<file path="config.mk">
export PLATFORM = sky130hd
export DESIGN_NAME = block_reverse_k_group_top
export DESIGN_NICKNAME = d
export VERILOG_FILES = /design/src/sv/brg_pkg.sv /design/src/sv/brg_mem.sv /design/src/sv/brg_ctrl.sv /design/src/sv/block_reverse_k_group_top.sv
export SDC_FILE = /design/constraint.sdc
export NUM_CORES = 1
export LEC_CHECK = 0
export ABC_CLOCK_PERIOD_IN_PS = 5320
export BUFFER_PORTS_ARGS = -buffer_cell sky130_fd_sc_hd__buf_2
export CORE_MARGIN = 2
export CORE_UTILIZATION = 45
export CTS_CLUSTER_SIZE = 30
export DETAILED_ROUTE_END_ITERATION = 6
export GPL_ROUTABILITY_DRIVEN = 1
export PLACE_DENSITY_LB_ADDON = 0.2
export SYNTH_ARGS = -nofsm -noshare
export SYNTH_HDL_FRONTEND = slang
export SYNTH_HIERARCHICAL = 1
export SYNTH_SLANG_ARGS = --single-unit
</file>
<file path="constraint.sdc">
create_clock -name clk_i -period 5.32 [get_ports clk_i]
set_input_delay 0.266 -clock clk_i [delete_from_list [all_inputs] [get_ports clk_i]]
set_output_delay 0.266 -clock clk_i [all_outputs]
set_load 0.01 [all_outputs]
</file>
<file path="src/sv/brg_pkg.sv">
// shared types and constants of the group reversal block
package brg_pkg;

  localparam int unsigned VALUE_W = 32;
  localparam int unsigned CFG_W   = 5;

  // group size after reset
  localparam logic [CFG_W-1:0] GROUP_SIZE_RST = 5'd2;

  // sequencer states
  typedef enum logic [0:0] {
    ST_COLLECT,
    ST_DRAIN
  } brg_state_e;

  // buffer port strobes
  typedef struct packed {
    logic we;
    logic re;
  } brg_mem_ctl_t;

endpackage

</file>
<file path="src/sv/brg_mem.sv">
// group buffer: one write port, one read port with registered read data
module brg_mem
  import brg_pkg::*;
#(
  parameter int unsigned Depth = 16,
  parameter int unsigned AW    = $clog2(Depth)
) (
  input  logic               clk_i,
  input  brg_mem_ctl_t       ctl_i,
  input  logic [AW-1:0]      waddr_i,
  input  logic [VALUE_W-1:0] wdata_i,
  input  logic [AW-1:0]      raddr_i,
  output logic [VALUE_W-1:0] rdata_o
);

  logic [VALUE_W-1:0] mem_q [Depth];
  logic [VALUE_W-1:0] rdata_q;

  // write port
  always_ff @(posedge clk_i) begin
    if (ctl_i.we) begin
      mem_q[waddr_i] <= wdata_i;
    end
  end

  // read port, data held while no read is issued
  always_ff @(posedge clk_i) begin
    if (ctl_i.re) begin
      rdata_q <= mem_q[raddr_i];
    end
  end

  assign rdata_o = rdata_q;

endmodule

</file>
<file path="src/sv/brg_ctrl.sv">
// fill and drain sequencer of the group buffer
module brg_ctrl
  import brg_pkg::*;
#(
  parameter int unsigned MaxGroup = 16,
  parameter int unsigned AW       = $clog2(MaxGroup),
  parameter int unsigned CW       = $clog2(MaxGroup + 1)
) (
  input  logic               clk_i,
  input  logic               rst_ni,
  // configuration
  input  logic               cfg_valid_i,
  output logic               cfg_ready_o,
  input  logic [CFG_W-1:0]   cfg_data_i,
  // input requests
  input  logic               in_valid_i,
  output logic               in_ready_o,
  input  logic [VALUE_W-1:0] in_value_i,
  input  logic               in_last_i,
  // output requests
  output logic               out_valid_o,
  input  logic               out_ready_i,
  output logic               out_last_o,
  // buffer access
  output brg_mem_ctl_t       mem_ctl_o,
  output logic [AW-1:0]      waddr_o,
  output logic [VALUE_W-1:0] wdata_o,
  output logic [AW-1:0]      raddr_o
);

  brg_state_e       state_q, state_d;
  logic [CFG_W-1:0] gsize_q;
  logic [CW-1:0]    fill_q, fill_d;
  logic [CW-1:0]    cnt_q, cnt_d;
  logic [AW-1:0]    ptr_q, ptr_d;
  logic             rev_q, rev_d;
  logic             last_q, last_d;
  logic             out_valid_q, out_valid_d;
  logic             out_last_q, out_last_d;

  logic [CW-1:0]    k_eff;
  logic             in_acc;
  logic             issue;
  logic             store;
  logic [CW-1:0]    n_new;
  logic [CW-1:0]    n_m1;
  logic             close_grp;
  logic             flush;

  // group size register: the user must write it only while idle; the block does not enforce this
  assign cfg_ready_o = 1'b1;

  always_ff @(posedge clk_i or negedge rst_ni) begin
    if (!rst_ni) begin
      gsize_q <= GROUP_SIZE_RST;
    end else if (cfg_valid_i) begin
      gsize_q <= cfg_data_i;
    end
  end

  // effective group size, clamped to one up to the buffer depth
  always_comb begin
    if (gsize_q == '0) begin
      k_eff = CW'(1);
    end else if (32'(gsize_q) > 32'(MaxGroup)) begin
      k_eff = CW'(MaxGroup);
    end else begin
      k_eff = CW'(gsize_q);
    end
  end

  // fill count after this value and group decisions
  assign store     = 32'(fill_q) < 32'(MaxGroup);
  assign n_new     = store ? fill_q + CW'(1) : fill_q;
  assign n_m1      = n_new - CW'(1);
  assign close_grp = n_new >= k_eff;
  assign flush     = close_grp || in_last_i;

  // sequencer outputs
  always_comb begin
    in_ready_o = (state_q == ST_COLLECT);
    issue      = (state_q == ST_DRAIN) && (!out_valid_q || out_ready_i);
  end

  assign in_acc = in_valid_i && in_ready_o;

  // sequencer next state
  always_comb begin
    state_d = state_q;
    case (state_q)
      ST_COLLECT: begin
        if (in_acc && flush) begin
          state_d = ST_DRAIN;
        end
      end
      ST_DRAIN: begin
        if (issue && cnt_q == CW'(1)) begin
          state_d = ST_COLLECT;
        end
      end
      default: state_d = ST_COLLECT;
    endcase
  end

  // drain bookkeeping
  always_comb begin
    fill_d      = fill_q;
    cnt_d       = cnt_q;
    ptr_d       = ptr_q;
    rev_d       = rev_q;
    last_d      = last_q;
    out_valid_d = out_valid_q;
    out_last_d  = out_last_q;
    if (in_acc) begin
      fill_d = flush ? '0 : n_new;
      if (flush) begin
        cnt_d  = n_new;
        ptr_d  = close_grp ? n_m1[AW-1:0] : '0;
        rev_d  = close_grp;
        last_d = in_last_i;
      end
    end
    if (issue) begin
      cnt_d       = cnt_q - CW'(1);
      ptr_d       = rev_q ? ptr_q - AW'(1) : ptr_q + AW'(1);
      out_valid_d = 1'b1;
      out_last_d  = last_q && (cnt_q == CW'(1));
    end else if (out_ready_i) begin
      out_valid_d = 1'b0;
    end
  end

  // control registers
  always_ff @(posedge clk_i or negedge rst_ni) begin
    if (!rst_ni) begin
      state_q     <= ST_COLLECT;
      fill_q      <= '0;
      cnt_q       <= '0;
      ptr_q       <= '0;
      rev_q       <= 1'b0;
      last_q      <= 1'b0;
      out_valid_q <= 1'b0;
      out_last_q  <= 1'b0;
    end else begin
      state_q     <= state_d;
      fill_q      <= fill_d;
      cnt_q       <= cnt_d;
      ptr_q       <= ptr_d;
      rev_q       <= rev_d;
      last_q      <= last_d;
      out_valid_q <= out_valid_d;
      out_last_q  <= out_last_d;
    end
  end

  // buffer access
  assign mem_ctl_o.we = in_acc && store;
  assign mem_ctl_o.re = issue;
  assign waddr_o      = fill_q[AW-1:0];
  assign wdata_o      = in_value_i;
  assign raddr_o      = ptr_q;

  assign out_valid_o = out_valid_q;
  assign out_last_o  = out_last_q;

endmodule

</file>
<file path="src/sv/block_reverse_k_group_top.sv">
// top level of the group reversal block
//
//  channel   | direction | payload
//  ----------+-----------+---------------------------------------------
//  s_axis    | in        | tdata: value[31:0]; tlast: last_in
//  m_axis    | out       | tdata: out_value[31:0]; tlast: last_out
//  cfg       | in        | data: group_size[4:0]
//
// values are written into the buffer one per cycle while a group fills.
// when a group closes (k values, or the last flag), input is held off while
// the single read port drains the group one entry per cycle unless m_axis stalls.
// the read data register is the output stage and holds under m_axis stalls.
// reset clears the fill count and sets the group size to 2; buffer contents
// are not cleared, every entry is written before it is read.
module block_reverse_k_group_top
  import brg_pkg::*;
#(
  parameter int unsigned MAX_GROUP = 16
) (
  input  logic               clk_i,
  input  logic               rst_ni,
  // configuration
  input  logic               cfg_valid_i,
  output logic               cfg_ready_o,
  input  logic [CFG_W-1:0]   cfg_data_i,     // group_size
  // input stream
  input  logic               s_axis_tvalid,
  output logic               s_axis_tready,
  input  logic [VALUE_W-1:0] s_axis_tdata,   // value
  input  logic               s_axis_tlast,
  // output stream
  output logic               m_axis_tvalid,
  input  logic               m_axis_tready,
  output logic [VALUE_W-1:0] m_axis_tdata,   // out_value
  output logic               m_axis_tlast
);

  localparam int unsigned AW = $clog2(MAX_GROUP);

  brg_mem_ctl_t       mem_ctl;
  logic [AW-1:0]      waddr;
  logic [AW-1:0]      raddr;
  logic [VALUE_W-1:0] wdata;

  // sequencer
  brg_ctrl #(
    .MaxGroup (MAX_GROUP)
  ) u_ctrl (
    .clk_i       (clk_i),
    .rst_ni      (rst_ni),
    .cfg_valid_i (cfg_valid_i),
    .cfg_ready_o (cfg_ready_o),
    .cfg_data_i  (cfg_data_i),
    .in_valid_i  (s_axis_tvalid),
    .in_ready_o  (s_axis_tready),
    .in_value_i  (s_axis_tdata),
    .in_last_i   (s_axis_tlast),
    .out_valid_o (m_axis_tvalid),
    .out_ready_i (m_axis_tready),
    .out_last_o  (m_axis_tlast),
    .mem_ctl_o   (mem_ctl),
    .waddr_o     (waddr),
    .wdata_o     (wdata),
    .raddr_o     (raddr)
  );

  // group buffer
  brg_mem #(
    .Depth (MAX_GROUP)
  ) u_mem (
    .clk_i   (clk_i),
    .ctl_i   (mem_ctl),
    .waddr_i (waddr),
    .wdata_i (wdata),
    .raddr_i (raddr),
    .rdata_o (m_axis_tdata)
  );

endmodule

</file>
# --- Word-level counts from Yosys, hierarchy flattened ---
# Memories as Yosys holds them, arrays and structs flattened. A register that Yosys moved wholly into a read port is not among the register bits.
# Index checks and enable logic that the tools add are counted.
totals:
  word_cells: 54
  inputBits: 43
  rom_bits: 0
  ff_bits: 24
  out_inout_bits: 36
  n_memories: 1
  latchBits: 0
  mem_bits_rw: 512
memory_table:
  columns: ["memory", "depth", "width", "rd", "rd_clocked_by_memory_dff", "write_ports", "line_no", "rtl"]
  rows:
  - ["u_mem.mem_q", 16, 32, 1, 1, 1, "brg_mem.sv:16", "logic [VALUE_W-1:0] mem_q [Depth];"]
classes:
  add_sub_neg: 5
  shift: 0
  n_eq_ne: 1
  mul: 0
  reduce_logical: 15
  muxes: 19
  div: 0
  order_cmp: 3
  bitwise: 1
ops:
  columns: ["operator", "n"]
  rows:
  - ["2-to-1 mux 5 bit", 7]
  - ["2-to-1 mux 4 bit", 5]
  - ["subtractor 4 x 1 -> 4 bit, second input constant", 2]
  - ["logical AND 1 bit", 6]
  - ["2-to-1 mux 1 bit", 6]
  - ["nonzero test 2 bit", 3]
  - ["adder 5 x 1 -> 5 bit, second input constant", 1]
  - ["== test 5 x 1 -> 1 bit, second input constant", 1]
  - [">= comparator 5 bit", 1]
  - ["> comparator 5 bit, second input constant", 1]
  - ["logical NOT 5 bit", 1]
  - ["< comparator 5 bit, second input constant", 1]
  - ["subtractor 5 x 1 -> 5 bit, second input constant", 1]
  - ["adder 4 x 1 -> 4 bit, second input constant", 1]
  - ["AND reduction 2 bit", 2]
  - ["logical OR 1 bit", 2]
  - ["case mux 1 bit (2 select lines)", 1]
  - ["logical NOT 1 bit", 1]
  - ["inverter 1 bit", 1]

# --- Longest topological paths before layout ---
# Gate-level depths: netlist of the first run.
depth:
  word_depth: 8
  depth_mapped: 10
  depth_no_buf: 9

# --- Hierarchy ---
# Netlist of the first run, hierarchy kept.
modules_own_cells:
  columns: ["module", "cells_each", "seq_area_each_um2", "instances", "area_per_inst_um2"]
  rows:
  - ["brg_mem", 838, 16335.7, 1, 20174.3]
  - ["brg_ctrl", 202, 601.8, 1, 1908.1]

# --- Worst setup path after synthesis of the first run ---
# No wires, ideal clock.
synth_path:
  kind: "register to register"
  startpoint: "reg u_ctrl.state_q"
  endpoint: "mem u_mem.mem_q[0][0] (enable)"
  required_time_ps: 4859
  setup_ps: 461
  path_stages_with_launch: 6
  synth_period_minus_slack_ps: 4006
  setup_slack_ps: 1314
  n_path_buf: 1
  t_arrival_ps: 3544
  cell_sequence: "dfrtp_1 > nand2b_4 > buf_6 > nor2_1 > or3b_2 > nor3_1"
synth_rtl:
  columns: ["element", "line_no", "rtl"]
  rows:
  - ["start: declaration", "brg_ctrl.sv:31", "brg_state_e state_q, state_d;"]
  - ["start signal: assignment", "brg_ctrl.sv:145", "state_q <= state_d;"]
  - ["end: declaration", "brg_mem.sv:16", null]

==> results of run 1 <==
metal layers:
metal  track usage [%]  wire length [um]  up-vias
met5                 0                34        -
met3             3.338              2425       62
met1             26.23             20140     5508
met2             30.14             22330      247
li1                  -                 -     4443
met4             4.721               748        6
what timing repair did:
item                                   in CTS  in global routing
endpoints found under the hold margin     124                  0
buffers inserted                            0                  0
hold buffers                               22                  0
final timing paths:
kind | startpoint | cells past startpoint | end | slack [ns]
max in group asynchronous | rst_ni | 2 | u_ctrl/raddr_o[0]$_DFFE_PN0P_ | 4.67
worst max-delay path | u_ctrl/state_q$_DFF_PN0_ | 5 | u_mem/mem_q[11][29]$_DFFE_PP_ | 2.50
worst max register to register | u_ctrl/state_q$_DFF_PN0_ | 5 | u_mem/mem_q[11][29]$_DFFE_PP_ | 2.50
worst min-delay path | s_axis_tdata[25] | 1 | u_mem/mem_q[10][25]$_DFFE_PP_ | 0.04
min in group asynchronous | rst_ni | 2 | u_ctrl/gsize_q[3]$_DFFE_PN0P_ | 0.22
worst min register to register | u_ctrl/out_last_o$_DFFE_PN0P_ | 2 | u_ctrl/out_last_o$_DFFE_PN0P_ | 0.50
logic make-up after synthesis:
logic type               Yosys count  share of synthesized area, %
multiplexers                     134                         13.36
adder cells (fa/ha/maj)           12                        0.7139
AO/OA/AOI/OAI                    103                         3.434
AND/OR/NAND/NOR                  115                         2.533
other                              1                       0.01698
flip-flops                       568                         76.70
XOR/XNOR                           8                        0.4873
buffers and inverters             99                         2.754
through the flow:
step | util (%) | setup slack (ns)
CTS | 51.40 | 2.483
detailed placement | 47.36 | 2.500
floorplan | - | 1.314
global route | 51.40 | 2.262
global placement | 47.36 | 2.528
finish | 51.40 | 2.495
cell type report:
class                   count  area, um^2  area share [%]
clock buffers              70        1475           5.900
inverters                  12       45.04          0.1801
multi-input cells         373        4671           18.68
well taps                 622       778.2           3.112
clock inverters            31       271.5           1.086
flip-flops and latches    568       16950           67.77
repair buffers            124       818.3           3.273
sequential cells by signal, indices dropped and copies added (netlist names):
register / flops
u_ctrl/cnt_q: 5
u_ctrl/out_valid_o: 1
u_ctrl/raddr_o: 4
u_ctrl/gsize_q: 5
u_ctrl/rev_q: 1
u_ctrl/out_last_o: 1
u_ctrl/fill_q: 5
u_mem/rdata_o: 32
u_ctrl/state_q: 1
u_ctrl/last_q: 1
u_mem/mem_q: 512
critical path, cell delays in order, from the launching register on:
cell      delay (ns)
dfrtp_1         0.43
nand2b_4        0.22
nor2_1          0.22
nand3b_1        0.34
nor2_4          0.76
buf_4           0.48
layout by cell type (no fill, tap or decap), drive strengths merged, types with 4 or more instances in the layout:
cell type,instances
a21oi,13
a22oi,66
buf,102
bufinv,4
clkbuf,70
clkinv,24
dfrtp,23
dlygate4sd3,22
edfxtp,544
ha,11
inv,15
mux2,6
mux4,128
nand2,56
nand2b,6
nand3,8
nor2,21
nor2b,4
nor3,10
o21ai,11
xnor2,6
synthesized netlist by cell type (2+ instances only):
library cell | instances | area share (%)
dfrtp_1 | 23 | 2.6
o21a_1 | 2 | 0.068
buf_2 | 6 | 0.14
o221a_1 | 2 | 0.10
nor2_1 | 21 | 0.36
o31ai_1 | 2 | 0.068
xnor2_4 | 2 | 0.25
inv_1 | 11 | 0.19
ha_1 | 11 | 0.62
clkbuf_1 | 17 | 0.29
nand2b_1 | 4 | 0.11
buf_4 | 49 | 1.7
nand2b_4 | 2 | 0.12
mux2_2 | 6 | 0.31
nand3b_1 | 2 | 0.068
nand2_1 | 56 | 0.95
nor3_1 | 10 | 0.23
nand3_1 | 8 | 0.18
o21ai_0 | 3 | 0.068
a21oi_2 | 4 | 0.16
buf_1 | 9 | 0.15
xnor2_1 | 4 | 0.16
buf_6 | 6 | 0.31
edfxtp_1 | 544 | 74
xor2_1 | 2 | 0.079
a21o_1 | 2 | 0.068
a22oi_1 | 65 | 2.2
a21oi_1 | 8 | 0.18
nor2b_1 | 3 | 0.085
mux4_2 | 128 | 13
a32oi_1 | 2 | 0.079
o21ai_1 | 8 | 0.18
power by group through the flow:
stage / Combinational (mW) / Sequential, mW / Clock, mW
after floorplan: 2.33 / 5.52 / 0
after global placement: 2.97 / 5.72 / 0
after detailed placement: 2.98 / 5.72 / 0
after CTS: 2.99 / 5.63 / 3.88
after global routing: 3.21 / 5.66 / 4.06
final: 2.94 / 5.61 / 3.78
==> metrics.sh, run 1 <==
FP.DIEW_UM=225.5
FIN_TOTAL_PWR_mW=12.33
GRT-OVFL-TOTAL=0
PWR-SHARE-COMB_PCT=23.8
FILLCELLCOUNT=3874
LAYOUT.NETS=1191
P_SEQ_SHARE_PCT=45.5
SETUP-VIOLATIONS-FINAL=0
WORST_SLEW_PIN_SLEW_NS=1.140
DIEHEIGHT_UM=225.5
SW_FRAC_OF_TOTAL_PCT=28.41
GRT_PASS1_VIAS=10610
CTS-HTREE-LEVELS=2
HOLD_WS_NS=0.03808
DRT_VIA_DENSITY=5.703
DIE_AREA_UM2=50860
YOSYS_MOST_USED_DFF='edfxtp_1'
SYNTH_EDF_COUNT=544
FF_LATCH_COUNT_SYNTH=568
DRT-WIRELENGTH-PER-CELL_UM=25.38
FINALCRITPERIODSHARE_PCT=53.10
IRDROPWORSTVDD_V=0.0002465
GRT_FIRST_PASS_WIRELENGTH_MM=68.12
INTERNAL_POWER_mW=8.825
MAXCLOCKFREQUENCY_MHz=354.0
CLOCK_LATENCY_NS=0.62
CRITPATHKIND='flip-flop to flip-flop'
TIMING.MAX_CAP.VIOLATIONS=0
CLOCKPOWERSHARE_PCT=30.7
CLOCK_ROOT_BUFFER='clkbuf_16'
SEQ_AREA_FRAC_SYNTH_PCT=76.70
DATA_REQUIRED_TIME_AT_THE_WORST_ENDPOINT_NS=5.58
DESIGN.PORTCOUNT=79
SYN_STD_CELL_AREA_UM2=22080
NUMCLOCKSINKS=568
COREAREA_UM2=48650
POWER_DENSITY_nW_PER_UM2=493.0
DESIGN_AREA_UM2=25000
ANTENNA_FOUND_INITIAL=3
WORSTPATHMAXFANOUT=17
INITIAL_UTILIZATION_PCT=45.39
SETUP-TNS-FINAL_NS=0
PLACED_CELL_AREA_UM2=23040
PLACE_CONGESTION=0.7543
TRITONCTS_CLOCK_TREE='done'
ROUTE.VIAS.TOTAL=10270
TIMING.FINAL.MAX_SLEW_VIOLATIONS=0
SWITCHINGPOWER_mW=3.501
CTS_RESIZES=0
FINAL-HOLD-VIOLATION-COUNT=0
CTS.PATH.MAX_BUFFERS=3
DRC=0
DETAILED_PLACE_HPWL_MM=22.61
RESULT_OF_THE_RUN='finished clean'
LEAKAGEPOWER_nW=8.185
YS_TYPES=50
POSTSYNTHCELLCOUNT=1040
POSTSYNTH.ASYNCRESETSHARE_PCT=4.225
POST-PLACE-CELLS=1677
ROUTED_WL_MM=45.68
SYNTHESIS.NETS=1095
ANTENNA-DIODE-COUNT=0
FINAL.SETUP_SKEW_NS=0.02339
PLACEMENT.IO_BUFFERS=77
GROUTE.USAGE.OVERALL_PCT=18.56
FIN_CRIT_NS=2.825
MIN_PATH_TYPE='input port to flip-flop'
RSZ_0062_RAISED_AFTER_GLOBAL_ROUTING='no'
WORSTSETUPSTARTPOINTTYPE='flip-flop'
FINALNONFILLERCELLS=1800
CTS_BUFFERS=57
SYNTHESIS.YOSYS.WARNINGS=6
DRIVE_ABOVE_1_SHARE_PCT=29.63
DRTPASS1ITERATIONS=5
WORST-ENDPOINT-ARRIVAL_NS=3.09
ENDPOINT_KIND='flip-flop'
SYNTHTOLAYOUTAREAGROWTH_PCT=13.23
CLKSLEWWORSTSETUPHOLDPATHS_NS=0.06
GRT_MAX_DEGREE=78
FINAL_ANTENNA_NET_COUNT=0
RELSLEWSLACK_PCT=24.02
ROWS=81
DETAILEDROUTE.FIRSTITERATIONVIOLATIONS=951
SYN_AVG_CELL_AREA_UM2=21.23
(Power assumes the default switching activity.)
==> inputs of run 2 (changes only) <==
ABC_CLOCK_PERIOD_IN_PS = 2950   (was 5320)
clock period = 2.95 ns   (was 5.32 ns; I/O delays follow)
==> metrics.sh, run 2 (synthesis gave the netlist of run 1 again) <==
RESULT_OF_THE_RUN='finished clean'
GRT-OVFL-TOTAL=0  # unchanged
R2R-START='u_ctrl/fill_q[0]$_DFFE_PN0P_'
POST_CTS_HOLD_BUFFER_COUNT=48  # +120%
CTS.PATH.MAX_BUFFERS=3  # unchanged
FINAL_ANTENNA_NET_COUNT=0  # unchanged
FIN_CRIT_NS=2.705  # -0.1193 ns
ROUTED_WL_MM=45.41  # -0.60%
LEAKAGEPOWER_nW=8.477  # +3.6%
SETUP-TNS-FINAL_NS=0  # unchanged
SETUP-VIOLATIONS-FINAL=0  # unchanged
MAXCLOCKFREQUENCY_MHz=369.6  # +4.4%
ANTENNA_FOUND_INITIAL=3  # unchanged
PLACE_CONGESTION=0.7659  # +1.5%
MIN_PATH_TYPE='input port to asynchronous set/reset pin'
CTS_RESIZES=0  # unchanged
REG2REG_DEPTH=9  # +4
POWER_DENSITY_nW_PER_UM2=887.6  # +80%
LARGEST_REGISTER_FF_COUNT=512  # unchanged
COREAREA_UM2=48650  # unchanged
DESIGN.PORTCOUNT=79  # unchanged
DATA_REQUIRED_TIME_AT_THE_WORST_ENDPOINT_NS=3.45  # -2.13 ns
CTS-HTREE-LEVELS=2  # unchanged
FIN_UTIL_PCT=52.82  # +1.4 points
CTS_BUFFERS=56  # -1.8%
DRTPASS1ITERATIONS=4  # -1
WORST_R2R_ENDPOINT='u_ctrl/last_q$_DFFE_PN0P_'
POST-CTS-SETUP-BUFFER-COUNT=0  # unchanged
CLOCK_ROOT_BUFFER='clkbuf_16'
DRT-WIRELENGTH-PER-CELL_UM=24.46  # -3.6%
FP.DIEW_UM=225.5  # unchanged
IRDROPWORSTVDD_V=0.0005662  # +130%
DIE_AREA_UM2=50860  # unchanged
ENDPOINT_KIND='flip-flop'
WORSTSETUPSTARTPOINTTYPE='flip-flop'
RELSLEWSLACK_PCT=48.57  # +25 points
GRT_MAX_DEGREE=39  # -50%
MOST_USED_CELLS_IN_THE_LAYOUT_EXCLUDING_FILL_AND_TAP_CELLS='544 x edfxtp_1, 128 x mux4_2, 77 x buf_2, 65 x a22oi_1'
DRT_VIA_DENSITY=5.634  # -1.2%
ROWS=81  # unchanged
WORST-ENDPOINT-ARRIVAL_NS=3.20  # +0.11 ns
PLACEMENT.IO_BUFFERS=77  # unchanged
RSZ_0062_RAISED_AFTER_GLOBAL_ROUTING='no'
GRT_PASS1_VIAS=10880  # +2.6%
WORST_SLEW_PIN_SLEW_NS=0.7714  # -0.3682 ns
CLOCK_LATENCY_NS=0.61  # about the same
TRITONCTS_CLOCK_TREE='done'
PLACE_WORST_SETUP_SLACK_NS=0.5996  # -1.901 ns
FINALCRITPERIODSHARE_PCT=91.71  # +39 points
FIN_TOTAL_PWR_mW=22.81  # +85%
FINAL_COMMON_CELL='edfxtp_1'
HOLD_WS_NS=0.05148  # +0.01340 ns
CRITPATHKIND='flip-flop to flip-flop'
ROUTE.VIAS.TOTAL=10460  # +1.9%
TIMING.MAX_CAP.VIOLATIONS=0  # unchanged
GRT_FIRST_PASS_WIRELENGTH_MM=68.30  # +0.27%
WORSTPATHMAXFANOUT=3  # -14
NUMCLOCKSINKS=568  # unchanged
POSTLAYOUTSETUPSLACKWORST_NS=0.2446  # -2.251 ns
SYNTHTOLAYOUTAREAGROWTH_PCT=16.37
FINAL-HOLD-VIOLATION-COUNT=0  # unchanged
DRC=0  # unchanged
GROUTE.USAGE.OVERALL_PCT=18.42  # -0.14 points
DETAILEDROUTE.FIRSTITERATIONVIOLATIONS=876  # -7.9%
CLKSLEWWORSTSETUPHOLDPATHS_NS=0.06  # about the same
DIEHEIGHT_UM=225.5  # unchanged
DRIVE_ABOVE_1_SHARE_PCT=30.76  # +1.1 points
INITIAL_UTILIZATION_PCT=45.39  # unchanged
DETAILED_PLACE_HPWL_MM=25.81  # +14%
FINAL.SETUP_SKEW_NS=0.02052  # -0.002870 ns
TIMING.FINAL.MAX_SLEW_VIOLATIONS=0  # unchanged
LAYOUT.NETS=1241  # +4.2%
LARGEST_REGISTER='u_mem/mem_q'
TIMING.REG2REG.SETUP_SLACK_NS=0.24  # -2.25 ns
==> run 2: power by group <==
part	internal [mW]	switching [mW]
Clock	4.02	2.97
Combinational	2.78	3.17
Sequential	9.50	0.373
Total	16.3	6.51
==> run 2: metrics by stage <==
stage          cells  area, um^2
2_1_floorplan   1040       22100
3_3_place_gp    1702       23410
3_5_place_dp    1702       23410
4_1_cts         1854       25690
5_1_grt         1855       25690
6_report        1856       25700
==> run 2: critical path, cell delays in order (launching register included) <==
cell and delay (ns):
dfrtp_1 0.38, ha_1 0.32, mux2_2 0.31, ha_1 0.29
nand2_1 0.06, o21a_1 0.21, o21a_1 0.22, o21ai_0 0.18
nand2_1 0.08, dlygate4sd3_1 0.55
==> run 2: area by class of cell <==
type                       instances  area [um^2]
fill                            3796        22950
sequential                       568        16950
multi-input combinational        373         4696
clock buffer                      68         1446
timing repair buffer             175         1429
tap                              622        778.2
clock inverter                    36        352.8
inverter                          12        45.04
antenna                            2        5.005
==> run 2: worst max-delay path by stage <==
stage / startpoint / slack (ns) / end / cells after the start
finish: u_ctrl/fill_q[0]$_DFFE_PN0P_ / 0.24 / u_ctrl/last_q$_DFFE_PN0P_ / 9
global route: u_ctrl/fill_q[0]$_DFFE_PN0P_ / 0.14 / u_ctrl/last_q$_DFFE_PN0P_ / 9
CTS: u_ctrl/fill_q[0]$_DFFE_PN0P_ / 0.25 / u_ctrl/last_q$_DFFE_PN0P_ / 9
detailed placement: u_ctrl/fill_q[2]$_DFFE_PN0P_ / 0.60 / u_ctrl/cnt_q[2]$_DFFE_PN0P_ / 9
global placement: u_ctrl/state_q$_DFF_PN0_ / 0.67 / u_mem/mem_q[2][20]$_DFFE_PP_ / 5
floorplan: u_ctrl/state_q$_DFF_PN0_ / -0.18 / u_mem/mem_q[1][0]$_DFFE_PP_ / 5
==> run 2: per-layer routing <==
| metal | share of wire, % | GRT usage, % | up-vias |
|---|---|---|---|
| li1 | - | - | 4555 |
| met2 | 49 | 30.19 | 236 |
| met5 | 0.024 | 0 | - |
| met1 | 44 | 25.57 | 5590 |
| met4 | 2.4 | 5.768 | 2 |
| met3 | 4.4 | 2.960 | 73 |
